## config.mk

```make
export PLATFORM = sky130hd
export DESIGN_NAME = accumulator_cpu_execute_unit
export DESIGN_NICKNAME = d
export VERILOG_FILES = /design/src/rtl/core/acpu_pkg.sv /design/src/rtl/core/accumulator_cpu_execute_unit.sv
export SDC_FILE = /design/constraint.sdc
export NUM_CORES = 1
export LEC_CHECK = 0
export ABC_AREA = 0
export BUFFER_PORTS_ARGS = -buffer_cell sky130_fd_sc_hd__buf_2
export CAP_MARGIN = 10
export CORE_UTILIZATION = 50
export DETAILED_ROUTE_END_ITERATION = 10
export GPL_TIMING_DRIVEN = 1
export PLACE_DENSITY_LB_ADDON = 0.3
export SYNTH_ARGS = -nofsm -noshare
export SYNTH_HDL_FRONTEND = slang
export SYNTH_SLANG_ARGS = --single-unit
```

## constraint.sdc

```tcl
create_clock -name clk -period 21.6 [get_ports clk]
set_clock_uncertainty 0.2 [all_clocks]
set_input_delay 4.32 -clock clk [delete_from_list [all_inputs] [get_ports clk]]
set_output_delay 4.32 -clock clk [all_outputs]
set_load 0.05 [all_outputs]
```

## src/rtl/core/acpu_pkg.sv

```systemverilog
`timescale 1ns / 1ps
`default_nettype none
// ----------------------------------------------------------------------------
// acpu_pkg
// opcodes and field widths of the accumulator cpu execute unit
// ----------------------------------------------------------------------------
package acpu_pkg;

    localparam int unsigned OP_W   = 5;
    localparam int unsigned BYTE_W = 8;

    typedef enum logic [OP_W-1:0] {
        OP_ADD  = 5'd1,
        OP_ADDI = 5'd2,
        OP_ADDM = 5'd3,
        OP_AND  = 5'd4,
        OP_ANDI = 5'd5,
        OP_ANDM = 5'd6,
        OP_OR   = 5'd7,
        OP_ORI  = 5'd8,
        OP_ORM  = 5'd9,
        OP_SUB  = 5'd10,
        OP_SUBI = 5'd11,
        OP_SUBM = 5'd12,
        OP_INC  = 5'd13,
        OP_DEC  = 5'd14,
        OP_SHL  = 5'd15,
        OP_SHR  = 5'd16,
        OP_BRE  = 5'd17,
        OP_BRN  = 5'd18,
        OP_J    = 5'd19,
        OP_NOR  = 5'd20,
        OP_LDA  = 5'd21,
        OP_STR  = 5'd22,
        OP_SWP  = 5'd23,
        OP_LESS = 5'd24,
        OP_GRT  = 5'd25,
        OP_PRI  = 5'd26,
        OP_PRII = 5'd27,
        OP_PRIM = 5'd28,
        OP_EXIT = 5'd29
    } op_t;

    // result of one executed item
    typedef struct packed {
        logic              halted;
        logic              addr_error;
        logic [BYTE_W-1:0] print_value;
        logic              print_valid;
        logic [BYTE_W-1:0] next_line;
        logic [BYTE_W-1:0] acc_b;
        logic [BYTE_W-1:0] acc_a;
    } result_t;

    function automatic logic is_mem_op(input logic [OP_W-1:0] op);
        logic r;
        r = (op == OP_ADDM) || (op == OP_ANDM) || (op == OP_ORM) || (op == OP_SUBM) ||
            (op == OP_LDA)  || (op == OP_STR)  || (op == OP_PRIM);
        return r;
    endfunction

endpackage
`default_nettype wire

```

## src/rtl/core/accumulator_cpu_execute_unit.sv

```systemverilog
`timescale 1ns / 1ps
`default_nettype none
// ----------------------------------------------------------------------------
// accumulator_cpu_execute_unit
// executes one decoded instruction of a two-register 8-bit machine per item,
// with a synchronous data memory read one stage ahead of execute
// ----------------------------------------------------------------------------
//
//  channel   dir   handshake                 payload
//  s_axis    in    s_tvalid / s_tready       s_tdata[15:0]  req_type, operand_value
//  m_axis    out   m_tvalid / m_tready       m_tdata[39:0]  result fields
//
//  one item per cycle sustained while the output is not stalled
//  stage 1 registers the item and reads the data memory at operand_value
//  stage 2 executes against a, b and the line counter and writes memory back;
//  a write in the cycle an item was read is forwarded to it
//  reset clears a, b, line counter, halt flag and the per-cell valid bits
//  (a cell not yet written reads as zero); no clearing pass is needed
//  a stalled output holds stage 2, stage 1 then holds its item and read data
//
module accumulator_cpu_execute_unit #(
    parameter int unsigned MEM_DEPTH = 128
) (
    input  wire logic        clk,
    input  wire logic        rst_n,
    // fields from bit 0: req_type[4:0], operand_value[12:5], zero [15:13]
    input  wire logic [15:0] s_tdata,
    input  wire logic        s_tvalid,
    output logic             s_tready,
    // fields from bit 0: acc_a[7:0], acc_b[15:8], next_line[23:16],
    // print_valid[24], print_value[32:25], addr_error[33], halted[34], zero [39:35]
    output logic [39:0]      m_tdata,
    output logic             m_tvalid,
    input  wire logic        m_tready
);

    localparam int unsigned AW = (MEM_DEPTH > 1) ? $clog2(MEM_DEPTH) : 1;
    localparam logic [8:0] DEPTH_LIM = 9'(MEM_DEPTH);

    // data memory and per-cell valid bits
    logic [acpu_pkg::BYTE_W-1:0] mem [MEM_DEPTH];
    logic [MEM_DEPTH-1:0]        cell_valid_reg;

    // stage 1: accepted item and its memory read
    logic                        s1_valid_reg;
    logic [acpu_pkg::OP_W-1:0]   s1_op_reg;
    logic [acpu_pkg::BYTE_W-1:0] s1_v_reg;
    logic [acpu_pkg::BYTE_W-1:0] rd_data_reg;
    logic                        rd_cell_valid_reg;

    // last write, kept for forwarding into stage 1's read
    logic                        wr_valid_reg;
    logic [AW-1:0]               wr_addr_reg;
    logic [acpu_pkg::BYTE_W-1:0] wr_data_reg;

    // architectural state
    logic [acpu_pkg::BYTE_W-1:0] a_reg;
    logic [acpu_pkg::BYTE_W-1:0] b_reg;
    logic [acpu_pkg::BYTE_W-1:0] line_reg;
    logic                        halt_reg;

    // output register
    logic                        out_valid_reg;
    acpu_pkg::result_t           out_reg;

    logic                        in_accept;
    logic                        exec;
    logic [acpu_pkg::OP_W-1:0]   in_op;
    logic [acpu_pkg::BYTE_W-1:0] in_v;
    logic                        in_addr_ok;

    assign in_op      = s_tdata[4:0];
    assign in_v       = s_tdata[12:5];
    assign in_addr_ok = {1'b0, in_v} < DEPTH_LIM;

    assign exec      = s1_valid_reg && (!out_valid_reg || m_tready);
    assign s_tready  = !s1_valid_reg || exec;
    assign in_accept = s_tvalid && s_tready;

    // execute
    logic                        s1_addr_ok;
    logic [AW-1:0]               s1_addr;
    logic [acpu_pkg::BYTE_W-1:0] m_val;
    logic [acpu_pkg::BYTE_W-1:0] a_next;
    logic [acpu_pkg::BYTE_W-1:0] b_next;
    logic [acpu_pkg::BYTE_W-1:0] cur_line;
    logic [acpu_pkg::BYTE_W-1:0] next_line;
    logic                        halt_next;
    logic                        pv;
    logic [acpu_pkg::BYTE_W-1:0] pval;
    logic                        aerr;
    logic                        mem_we;

    assign s1_addr_ok = {1'b0, s1_v_reg} < DEPTH_LIM;
    assign s1_addr    = s1_v_reg[AW-1:0];
    assign cur_line   = line_reg + 8'd1;

    always_comb
    begin
        // forward the write that landed in the cycle this item was read
        if (wr_valid_reg && (wr_addr_reg == s1_addr))
            m_val = wr_data_reg;
        else if (rd_cell_valid_reg)
            m_val = rd_data_reg;
        else
            m_val = '0;

        a_next    = a_reg;
        b_next    = b_reg;
        next_line = cur_line + 8'd1;
        halt_next = halt_reg;
        pv        = 1'b0;
        pval      = '0;
        aerr      = 1'b0;
        mem_we    = 1'b0;

        if (halt_reg)
        begin
            // frozen: report the line after the last one executed
            next_line = cur_line;
        end
        else
        begin
            if (acpu_pkg::is_mem_op(s1_op_reg) && !s1_addr_ok)
                aerr = 1'b1;
            unique case (s1_op_reg)
                acpu_pkg::OP_ADD:  a_next = a_reg + b_reg;
                acpu_pkg::OP_ADDI: a_next = a_reg + s1_v_reg;
                acpu_pkg::OP_AND:  a_next = a_reg & b_reg;
                acpu_pkg::OP_ANDI: a_next = a_reg & s1_v_reg;
                acpu_pkg::OP_OR:   a_next = a_reg | b_reg;
                acpu_pkg::OP_ORI:  a_next = a_reg | s1_v_reg;
                acpu_pkg::OP_SUB:  a_next = a_reg - b_reg;
                acpu_pkg::OP_SUBI: a_next = a_reg - s1_v_reg;
                acpu_pkg::OP_ADDM:
                    if (s1_addr_ok)
                    begin
                        a_next = a_reg + m_val;
                        mem_we = 1'b1;
                    end
                acpu_pkg::OP_ANDM:
                    if (s1_addr_ok)
                    begin
                        a_next = a_reg & m_val;
                        mem_we = 1'b1;
                    end
                acpu_pkg::OP_ORM:
                    if (s1_addr_ok)
                    begin
                        a_next = a_reg | m_val;
                        mem_we = 1'b1;
                    end
                acpu_pkg::OP_SUBM:
                    if (s1_addr_ok)
                    begin
                        a_next = a_reg - m_val;
                        mem_we = 1'b1;
                    end
                acpu_pkg::OP_INC:  a_next = a_reg + 8'd1;
                acpu_pkg::OP_DEC:  b_next = b_reg - 8'd1;
                acpu_pkg::OP_SHL:
                    a_next = (s1_v_reg >= 8'd8) ? '0 : (a_reg << s1_v_reg[2:0]);
                acpu_pkg::OP_SHR:
                    a_next = (s1_v_reg >= 8'd8) ? '0 : (a_reg >> s1_v_reg[2:0]);
                acpu_pkg::OP_BRE:
                    if (a_reg == b_reg)
                        next_line = s1_v_reg;
                acpu_pkg::OP_BRN:
                    if (a_reg != b_reg)
                        next_line = s1_v_reg;
                acpu_pkg::OP_J:    next_line = s1_v_reg;
                acpu_pkg::OP_NOR:  a_next = ~(a_reg | b_reg);
                acpu_pkg::OP_LDA:
                    if (s1_addr_ok)
                        a_next = m_val;
                acpu_pkg::OP_STR:
                    if (s1_addr_ok)
                        mem_we = 1'b1;
                acpu_pkg::OP_SWP:
                begin
                    a_next = b_reg;
                    b_next = a_reg;
                end
                acpu_pkg::OP_LESS: a_next = (a_reg < b_reg) ? 8'd1 : 8'd0;
                acpu_pkg::OP_GRT:  a_next = (a_reg > b_reg) ? 8'd1 : 8'd0;
                acpu_pkg::OP_PRI:
                begin
                    pv   = 1'b1;
                    pval = a_reg;
                end
                acpu_pkg::OP_PRII:
                begin
                    pv   = 1'b1;
                    pval = s1_v_reg;
                end
                acpu_pkg::OP_PRIM:
                    if (s1_addr_ok)
                    begin
                        pv   = 1'b1;
                        pval = m_val;
                    end
                acpu_pkg::OP_EXIT: halt_next = 1'b1;
                default: ;
            endcase
        end
    end

    // memory array: one write and one registered read per cycle
    always_ff @(posedge clk)
    begin
        if (exec && mem_we)
            mem[s1_addr] <= a_next;
        if (in_accept && in_addr_ok)
            rd_data_reg <= mem[in_v[AW-1:0]];
    end

    // valid bits, cleared at reset
    always_ff @(posedge clk or negedge rst_n)
    begin
        if (!rst_n)
        begin
            cell_valid_reg    <= '0;
            rd_cell_valid_reg <= 1'b0;
        end
        else
        begin
            if (exec && mem_we)
                cell_valid_reg[s1_addr] <= 1'b1;
            if (in_accept)
                rd_cell_valid_reg <= in_addr_ok && cell_valid_reg[in_v[AW-1:0]];
        end
    end

    // stage 1 payload, last write for forwarding, output payload
    always_ff @(posedge clk)
    begin
        if (in_accept)
        begin
            s1_op_reg <= in_op;
            s1_v_reg  <= in_v;
        end
        if (exec)
        begin
            wr_addr_reg <= s1_addr;
            wr_data_reg <= a_next;
            out_reg     <= '{halted:      halt_next,
                             addr_error:  aerr,
                             print_value: pval,
                             print_valid: pv,
                             next_line:   next_line,
                             acc_b:       b_next,
                             acc_a:       a_next};
        end
    end

    // control and architectural state
    always_ff @(posedge clk or negedge rst_n)
    begin
        if (!rst_n)
        begin
            s1_valid_reg  <= 1'b0;
            out_valid_reg <= 1'b0;
            wr_valid_reg  <= 1'b0;
            a_reg         <= '0;
            b_reg         <= '0;
            line_reg      <= '0;
            halt_reg      <= 1'b0;
        end
        else
        begin
            if (in_accept)
                s1_valid_reg <= 1'b1;
            else if (exec)
                s1_valid_reg <= 1'b0;

            if (exec)
                out_valid_reg <= 1'b1;
            else if (m_tready)
                out_valid_reg <= 1'b0;

            if (exec)
            begin
                wr_valid_reg <= mem_we;
                a_reg        <= a_next;
                b_reg        <= b_next;
                line_reg     <= next_line - 8'd1;
                halt_reg     <= halt_next;
            end
        end
    end

    assign m_tvalid = out_valid_reg;
    assign m_tdata  = {5'd0, out_reg};

    // halt is sticky
    a_halt_sticky: assert property (@(posedge clk) disable iff (!rst_n)
        $past(halt_reg) |-> halt_reg)
        else $error("halt flag cleared");

    // a stalled stage 1 keeps its item
    a_s1_hold: assert property (@(posedge clk) disable iff (!rst_n)
        (s1_valid_reg && !exec) |=> (s1_valid_reg && $stable(s1_op_reg) && $stable(s1_v_reg)))
        else $error("stage 1 item lost while stalled");

    // a bad address never prints
    a_err_no_print: assert property (@(posedge clk) disable iff (!rst_n)
        (out_valid_reg && out_reg.addr_error) |-> !out_reg.print_valid)
        else $error("print on bad address");

    // frozen machine reports no error or print, only halted
    a_halt_quiet: assert property (@(posedge clk) disable iff (!rst_n)
        (exec && halt_reg) |=> (!out_reg.addr_error && !out_reg.print_valid
                                && out_reg.halted))
        else $error("flags after halt");

endmodule
`default_nettype wire

```

==> results of run 1 <==
==> cells by family after synthesis <==
kind of cell / Yosys count
muxes: 427
and+or+nand+nor: 574
xor gates and xnor gates: 38
adders and majority gates: 55
buffers and inverters: 220
DFF: 1244
other: 1
AOI/OAI and AO/OA: 262
==> layout make-up <==
type,instances,area share
flip-flops and latches,1244,0.629
multi-input cells,1361,0.256
clock buffers,152,0.0550
well taps,1380,0.0297
clock inverters,77,0.0151
repair buffers,99,0.0113
inverters,61,0.00394
diodes,1,0.0000431
==> metrics by stage <==
stage	hold WS, ns	instance area, sq um
after floorplan	0.221	52300
after global placement	0.245	54000
after detailed placement	0.249	54000
after CTS	0.265	58100
after global routing	0.272	58100
final	0.260	58100
==> worst reg2reg max path, delay by kind of cell, from the launching register on <==
family | cells | cell delay, ns
fa+ha+maj | 1 | 0.39
flops | 1 | 0.87
buf+inv | 1 | 0.86
mux | 1 | 0.78
simple gates | 4 | 1.03
xor+xnor | 2 | 0.29
compound gates | 5 | 2.21
==> report_power, final <==
part | switching [uW] | internal (uW)
sequential | 55.7 | 2910
clock | 908 | 1240
combinational | 699 | 276
==> cell usage in the layout (no fill, tap or decap), types with 8 or more instances in the layout <==
cell type                       n
sky130_fd_sc_hd__buf_4         47
sky130_fd_sc_hd__a21oi_1       56
sky130_fd_sc_hd__or2_2        130
sky130_fd_sc_hd__and2_1        11
sky130_fd_sc_hd__xnor2_1       30
sky130_fd_sc_hd__inv_1         58
sky130_fd_sc_hd__nor4_1         8
sky130_fd_sc_hd__xor2_1         8
sky130_fd_sc_hd__a221oi_1      14
sky130_fd_sc_hd__o211ai_1       8
sky130_fd_sc_hd__mux2_2        18
sky130_fd_sc_hd__nand2_1       93
sky130_fd_sc_hd__a21o_1         9
sky130_fd_sc_hd__nand4_1       13
sky130_fd_sc_hd__mux2i_1       23
sky130_fd_sc_hd__clkinv_2      24
sky130_fd_sc_hd__nor3_1        30
sky130_fd_sc_hd__o22ai_1       11
sky130_fd_sc_hd__nand2b_1      17
sky130_fd_sc_hd__clkbuf_16    121
sky130_fd_sc_hd__buf_2         48
sky130_fd_sc_hd__nor2_1       184
sky130_fd_sc_hd__clkinvlp_4     8
sky130_fd_sc_hd__nor2b_1       17
sky130_fd_sc_hd__clkbuf_1      26
sky130_fd_sc_hd__ha_1          51
sky130_fd_sc_hd__o22a_1        10
sky130_fd_sc_hd__edfxtp_1    1087
sky130_fd_sc_hd__clkinv_1      16
sky130_fd_sc_hd__o21ai_0       66
sky130_fd_sc_hd__bufinv_16     16
sky130_fd_sc_hd__mux4_2       382
sky130_fd_sc_hd__nand3_1       30
sky130_fd_sc_hd__dfrtp_1      157
==> metal layers <==
layer  part of all wire  vias up  global-route usage
li1                   -    11500                   -
met1               0.41    14500               0.346
met2               0.48     1227               0.385
met3              0.082      223              0.0456
met4              0.032        2              0.0805
met5           0.000055        -                   0
==> worst max-delay path by stage <==
| stage | from | endpoint | slack, ns | cells after the start |
|---|---|---|---|---|
| final | m_tready | s_tready | 12.24 | 3 |
| after global placement | m_tready | s_tready | 12.26 | 3 |
| after CTS | m_tready | s_tready | 12.25 | 3 |
| after floorplan | m_tready | s_tready | 12.27 | 1 |
| after global routing | m_tready | s_tready | 12.23 | 3 |
| after detailed placement | m_tready | s_tready | 12.25 | 3 |
==> impl_summary.md, run 1 <==
Outcome
The flow ran to the end, and the final reports show no timing, DRC or antenna violations.

Timing
The total count of hold-check failures in the final report is 0. For the pin with the worst max-slew slack, the measured transition is 1.17 ns. The number of setup violations in the final report is 0. The number of pins with negative max-slew slack in the final report was 0.

The top achievable clock speed is 0.107 GHz. Subtracting the final worst setup slack from the clock period gives 9.36 ns. After layout, the worst setup slack is around 12 ns. In the final timing run, aggregate negative setup slack is 0 ns. The fraction of the cycle the final worst path needs is 0.433. The worst relative slew slack is 0.214. Setup repair after global routing left no endpoint under its margin.

Place
The final weighted congestion of routability-driven global placement is 0.941. The final HPWL from detailed placement is 77200 microns. The post-place setup slack is roughly 12 ns. Including well taps, the total number of placed cells is 4145. The port buffer count is 53.

Floorplan
The die is 325 microns wide. The initial standard-cell utilization of the core is 0.505. The number of core rows is between 100 and 150. For this design the top-level I/O count stands at 62. The core region is 103000 sq um. Measured along the y axis, the die boundary spans 325 microns.

The die covers around 110000 sq um.

Logic synthesis
Yosys attributes the largest share of cell area to sky130_fd_sc_hd__edfxtp_1 62%, sky130_fd_sc_hd__mux4_2 16%, sky130_fd_sc_hd__dfrtp_1 7.5%. The area fraction in compound gates after synthesis is 0.0335. The count of different cell masters after synthesis is 79. The number of enable flip-flop cells after synthesis is 1087. After synthesis, the largest family of logic cells by area is multiplexers. The average instance area after synthesis is 18.5 sq um. Of the total synthesized cell area, the portion taken by AND, OR, NAND and NOR gates is 0.0551.

sky130_fd_sc_hd__edfxtp_1 takes more of the synthesized area than any other cell. The fraction of synthesis flops using an asynchronous set or reset pin is 0.126. Yosys instantiated no cell more often than sky130_fd_sc_hd__edfxtp_1. Of the post-synthesis cell area, the dominant cell type holds 0.625. The count of mapped cells out of synthesis is 2821. Of the total synthesized cell area, the portion taken by XOR and XNOR cells is 0.00637.

For this run, the leading register cell type out of synthesis is sky130_fd_sc_hd__edfxtp_1. Of the total synthesized cell area, the portion taken by full adders, half adders and majority gates is 0.0137. Measured against the total synthesized area, the mux share comes to 0.174.

The count of warnings emitted by yosys is 0. The flip-flop and latch count after synthesis is 1244. The share of the Yosys chip area taken by registers is 0.700.

The synthesized cell area is around 52000 sq um. The commonest cells after synthesis are 1087 x sky130_fd_sc_hd__edfxtp_1, 382 x sky130_fd_sc_hd__mux4_2, 184 x sky130_fd_sc_hd__nor2_1.

Cells and area
The signed area change from the synthesized netlist to the final layout is 11.2%. Once layout is complete, the cells apart from fillers number 4375. The flip-flop count of the largest register after layout is slightly above 1000.

Of the cells placed in the final design, the portion with a size suffix greater than 1 is 0.280. The multi-input combinational cells in the finished layout cover a total of 14900 sq um. At the end of the flow, the number of nets in the layout was about 3000. At the end of the flow the core is filled with cells to 0.562. The layout filler cell count is 7584.

The area occupied by registers is 36600 sq um.

Detailed routing
The total routed wirelength is 126000 microns. In the routed layout, each cell is associated on average with a via count of around 6.3. The number of vias in the routed layout is 27500. The violation count after the first detailed-route iteration is 2840. The count of nets left with antenna violations once routing finished came out at 0. The detailed-router iteration count before antenna repair is 7. For this run, design rule violations remaining after detail routing come to 0. In the final routed layout, each cell accounts on average for just under 30 microns.

Critical path
The largest fanout on the critical path is 3. The startpoint identified for the worst register-to-register timing path is s1_v_reg[4]$_DFFE_PP_. The nature of the critical path endpoint is an output port. For the worst flop-to-flop path, the logic depth is 14. The critical path's most frequent cell is sky130_fd_sc_hd__buf_2. Data on the critical path arrives at its endpoint at 4.84 ns. The cell with the largest stage delay on the worst path is sky130_fd_sc_hd__buf_2. The critical path data required time is around 17 ns.

On the critical path the largest part of the delay comes from buffers and inverters. The endpoint identified for the worst register-to-register timing path is mem[42][7]$_DFFE_PP_. The worst reg-to-reg setup slack is about 15 ns. Walking the worst path, the cells encountered are buf_2 -> nand3b_1 -> buf_2.

The number of buffers and inverters on the critical path is 2. The setup path with the least slack is of type in2out. The worst setup path is launched from an input port. On the worst path, the slowest cell contributes a delay of 0.24 ns.

Clock tree
The total clock buffers created by CTS is 120. In this run the post-CTS setup repair buffer count came out at 0. The level count of the clock H-tree is 3. Clock-pin slew was measured on the worst setup and hold paths at 0.06 ns. For this design, the CTS-stage hold fixing added 0 buffers. The largest buffer count on any clock path is 3. The clock net in this run drives a total of 1244 sinks. The later-pin clock latency in the skew report is 0.73 ns. TritonCTS built the clock tree.

The number of cells upsized or downsized after cts is 0. The cell sitting at the root of the clock tree is a sky130_fd_sc_hd__clkbuf_16.

GRT
The pin count of the biggest net entering global routing is between 100 and 150. The number of global-route vias before repair is 27900. After global routing the overflow that remains totals 0. The number of antenna violations at the first check in global routing is 4.

The first global-routing pass estimated 190000 microns of wire. In the global route stage, overall resource usage came out at 0.244.

Pwr
The reported leakage power is 0.0198 uW. The final total power is 6090 uW. The maximum resistive drop on vdd is roughly 0.075 mV. The total power per unit cell area is 105 nW/um^2.

Hold path
The tightest min-delay check is of the reg2reg type. The terminating pin of the worst hold path is cell_valid_reg[82]$_DFFE_PN0P_. The number of cells on the worst hold path is 1. In this run the most critical hold path is launched from cell_valid_reg[82]$_DFFE_PN0P_.

Job
Across the run, the number of max-cap violations was 0.
Note: power is estimated with default switching activity, not from simulation.
==> inputs of run 2 (changes only) <==
==> constraint.sdc (replaced) <==
create_clock -name clk -period 7.65 [get_ports clk]
set_clock_uncertainty 0.2 [all_clocks]
set_input_delay 1.53 -clock clk [delete_from_list [all_inputs] [get_ports clk]]
set_output_delay 1.53 -clock clk [all_outputs]
set_load 0.05 [all_outputs]
==> run 2 against run 1 <==
Worst setup slack got worse by 10 ns. Critical path depth is 11 higher. Die area stayed put. Register-to-register slack lost 13 ns. Cell area rose by 0.26%. Wire length increased by 1.2%. Clock power rose to 2.8 times the previous value. Hold slack is essentially flat. Critical endpoint is now mem[15][1]$_DFFE_PP_. Non-clock buffer count grew 12. Sequential power grew to 2.8 times the previous value.
==> impl_summary.md, run 2 (synthesis results as in run 1) <==
Hold path
The worst hold-check path type is reg2reg (unchanged). The number of cells on the worst hold path came to 1 (unchanged). The terminating pin of the worst hold path was cell_valid_reg[114]$_DFFE_PN0P_ (was cell_valid_reg[82]$_DFFE_PN0P_). The beginning of the worst hold path is cell_valid_reg[114]$_DFFE_PN0P_ (was cell_valid_reg[82]$_DFFE_PN0P_).

Floorplan
The floorplan core area was 103000 sq um (unchanged). The overall die width came to 325 microns (unchanged). The height of the die is 325 microns (unchanged). The initial standard-cell utilization of the core is 0.505 (unchanged). The number of core rows was 118 (unchanged).

The number of top-level pins is 62 (unchanged). The full die area is 106000 sq um (unchanged).

Cells and area
Commonest cells after routing, fill and taps aside: 1087 x sky130_fd_sc_hd__edfxtp_1, 382 x sky130_fd_sc_hd__mux4_2, 184 x sky130_fd_sc_hd__nor2_1 (unchanged). The number of diodes added for antenna fixing came to 0 (was 1). The signed area change from the synthesized netlist to the final layout came to 11.5% (was 11.2%). The final non-filler cell total was 4383 (was 4375).

The most common cell after layout, fill and taps aside was sky130_fd_sc_hd__edfxtp_1 (unchanged). The count of nets after finishing is 2973 (was 2962). The share of post-route cells with drive strength above 1 is 0.282 (was 0.280).

The layout filler cell count is 7595 (was 7584). The flip-flop count of the largest register after layout is 1024 (unchanged).

Detailed routing
The total routed wirelength is 128000 microns (was 126000 microns). The number of antenna-violating nets in the routed design is 0 (unchanged). The detailed-route DRC error count is 0 (unchanged). The number of vias in the routed layout is 27500 (about the same).

The average detailed-routed wire length per instance came to 29.1 microns (was 28.9 microns). The violation count after the first detailed-route iteration is 2958 (was 2840). The number of vias per cell was 6.26 (was 6.27).

The detailed-router iteration count before antenna repair is 6 (was 7).

Place
The post-placement cell count was 4157 (was 4145). The port buffer count was 53 (unchanged). The post-place setup slack was 2.05 ns (was 12.25 ns). The final weighted congestion of routability-driven global placement is 0.925 (was 0.941). The final HPWL from detailed placement is 78700 microns (was 77200 microns).

Critical path
The worst reg-to-reg setup slack is 2.02 ns (was 14.53 ns). The critical path data required time came to 7.79 ns (was 17.08 ns). The startpoint of the worst register-to-register path is s1_v_reg[4]$_DFFE_PP_ (unchanged).

The cell depth of the worst flop-to-flop path is 14 (unchanged). The reg-to-reg endpoint is mem[15][1]$_DFFE_PP_ (was mem[42][7]$_DFFE_PP_). The largest fanout on the critical path came to 65 (was 3). The type of the worst setup path is reg2reg (was in2out). The data arrival time of the critical path is 5.77 ns (was 4.84 ns). The nature of the critical path endpoint is a flip-flop (was output port). The nature of the critical path startpoint is a flip-flop (was input port).

GRT
The number of antenna violations at the first check in global routing is 2 (was 4). The total global-route track usage is 0.245 (was 0.244). The number of global-route vias before repair is 27900 (about the same). The global-route wire length before repair is 190000 microns (about the same).

The pin count of the biggest net entering global routing is 130 (was 114). The total global routing overflow came to 0 (unchanged).

Timing
The number of pins with negative max-slew slack in the final report is 0 (unchanged). The total count of hold-check failures in the final report came to 0 (unchanged). Derived from the worst setup path, the maximum achievable clock frequency is 0.178 GHz. RSZ-0062 raised after global routing: false (unchanged). The final setup TNS is 0 ns (unchanged). The post-route worst setup slack is 2.02 ns (was 12.24 ns).

The post-route minimum period is 5.63 ns. The worst relative slew slack is 0.224 (was 0.214). The fraction of the cycle the final worst path needs is 0.736.

The number of setup violations in the final report is 0 (unchanged). The actual slew at the worst max-slew pin is 1.16 ns (was 1.17 ns).

Clock tree
The later-pin clock latency in the skew report is 0.72 ns (was 0.73 ns). The number of cells upsized or downsized after cts is 0 (unchanged). The root buffer selected by CTS was sky130_fd_sc_hd__clkbuf_16 (unchanged).

The level count of the clock H-tree came to 3 (unchanged). The clock input transition at the sequential cells of the worst setup and hold paths is 0.06 ns (about the same). The largest buffer count on any clock path is 3 (unchanged). The clock tree from TritonCTS is built (unchanged).

The total clock buffers created by CTS is 119 (was 120). The count of hold-fix buffers inserted at cts came to 0 (unchanged). The number of clock sinks is 1244 (unchanged). The post-CTS setup-driven buffer insertion count came to 0 (unchanged).

Job
The count of max-cap constraint violations is 0 (unchanged).

Outcome
Run status: completed (unchanged).

Pwr
The total power per unit cell area came to 294 nW/um^2 (was 105 nW/um^2). The reported leakage power came to 0.0199 uW (was 0.0198 uW). The maximum resistive drop on vdd came to 0.200 mV (was 0.0752 mV).
[run 2: cell count changes in the layout (fill, tap and decap cells not counted), moves of 2 or more]
cell and delta:
sky130_fd_sc_hd__clkinv_8 +2, sky130_fd_sc_hd__bufinv_16 -3, sky130_fd_sc_hd__clkinv_1 -4, sky130_fd_sc_hd__buf_12 +10, sky130_fd_sc_hd__buf_4 +2, sky130_fd_sc_hd__clkbuf_8 +6, sky130_fd_sc_hd__inv_6 -2, sky130_fd_sc_hd__clkinv_4 -2
[run 2: critical path: stages, from the launching register on]
cell and delay [ns]:
sky130_fd_sc_hd__edfxtp_1 0.75, sky130_fd_sc_hd__xnor2_1 0.20, sky130_fd_sc_hd__nand4_1 0.13, sky130_fd_sc_hd__nor2_2 0.12
sky130_fd_sc_hd__buf_4 0.27, sky130_fd_sc_hd__mux2_2 0.40, sky130_fd_sc_hd__ha_1 0.22, sky130_fd_sc_hd__inv_1 0.08
sky130_fd_sc_hd__fa_1 0.41, sky130_fd_sc_hd__a22oi_1 0.18, sky130_fd_sc_hd__o221ai_1 0.18, sky130_fd_sc_hd__o32ai_1 0.58
sky130_fd_sc_hd__o2111ai_1 0.34, sky130_fd_sc_hd__mux2_4 0.60, sky130_fd_sc_hd__buf_4 0.48
[run 2: power breakdown]
part	switching (uW)	total (uW)	internal, uW
sequential	156	8370	8210
clock	2530	5970	3440
combinational	1970	2790	826
total	4660	17100	12500
[run 2: area by class of cell]
class | instances | area, sq um | area share
timing repair buffer | 111 | 872 | 0.0150
multi-input combinational | 1361 | 14900 | 0.255
sequential | 1244 | 36600 | 0.628
clock inverter | 68 | 753 | 0.0129
tap | 1380 | 1730 | 0.0296
inverter | 61 | 229 | 0.00393
clock buffer | 158 | 3260 | 0.0559
[run 2: per-layer routing]
layer | vias up | part of all wire | GRT usage
met1 | 14500 | 0.40 | 0.345
met2 | 1262 | 0.49 | 0.389
met4 | 2 | 0.032 | 0.0803
li1 | 11500 | - | -
met5 | - | 0.000063 | 0
met3 | 216 | 0.080 | 0.0464
[run 2: worst max-delay path by stage]
stage	from	to	slack (ns)	cells after the start
after floorplan	s1_v_reg[1]$_DFFE_PP_	m_tdata[2]$_DFFE_PP_	0.38	13
final	s1_v_reg[4]$_DFFE_PP_	mem[15][1]$_DFFE_PP_	2.02	14
after CTS	s1_v_reg[4]$_DFFE_PP_	mem[15][1]$_DFFE_PP_	2.02	14
after global placement	s1_v_reg[4]$_DFFE_PP_	m_tdata[1]$_DFFE_PP_	2.14	14
after detailed placement	s1_v_reg[4]$_DFFE_PP_	m_tdata[1]$_DFFE_PP_	2.05	14
after global routing	s1_op_reg[0]$_DFFE_PP_	mem[58][7]$_DFFE_PP_	1.70	15
[run 2: through the flow]
step | power (uW) | utilization | cell area (sq um) | hold slack, ns
3_3_place_gp | 11200 | 0.524 | 54300 | 0.244
6_report | 17100 | 0.563 | 58300 | 0.259
4_1_cts | 17200 | 0.563 | 58300 | 0.262
5_1_grt | 17700 | 0.563 | 58300 | 0.271
2_1_floorplan | 10200 | - | 52300 | 0.221
3_5_place_dp | 11300 | 0.524 | 54300 | 0.247
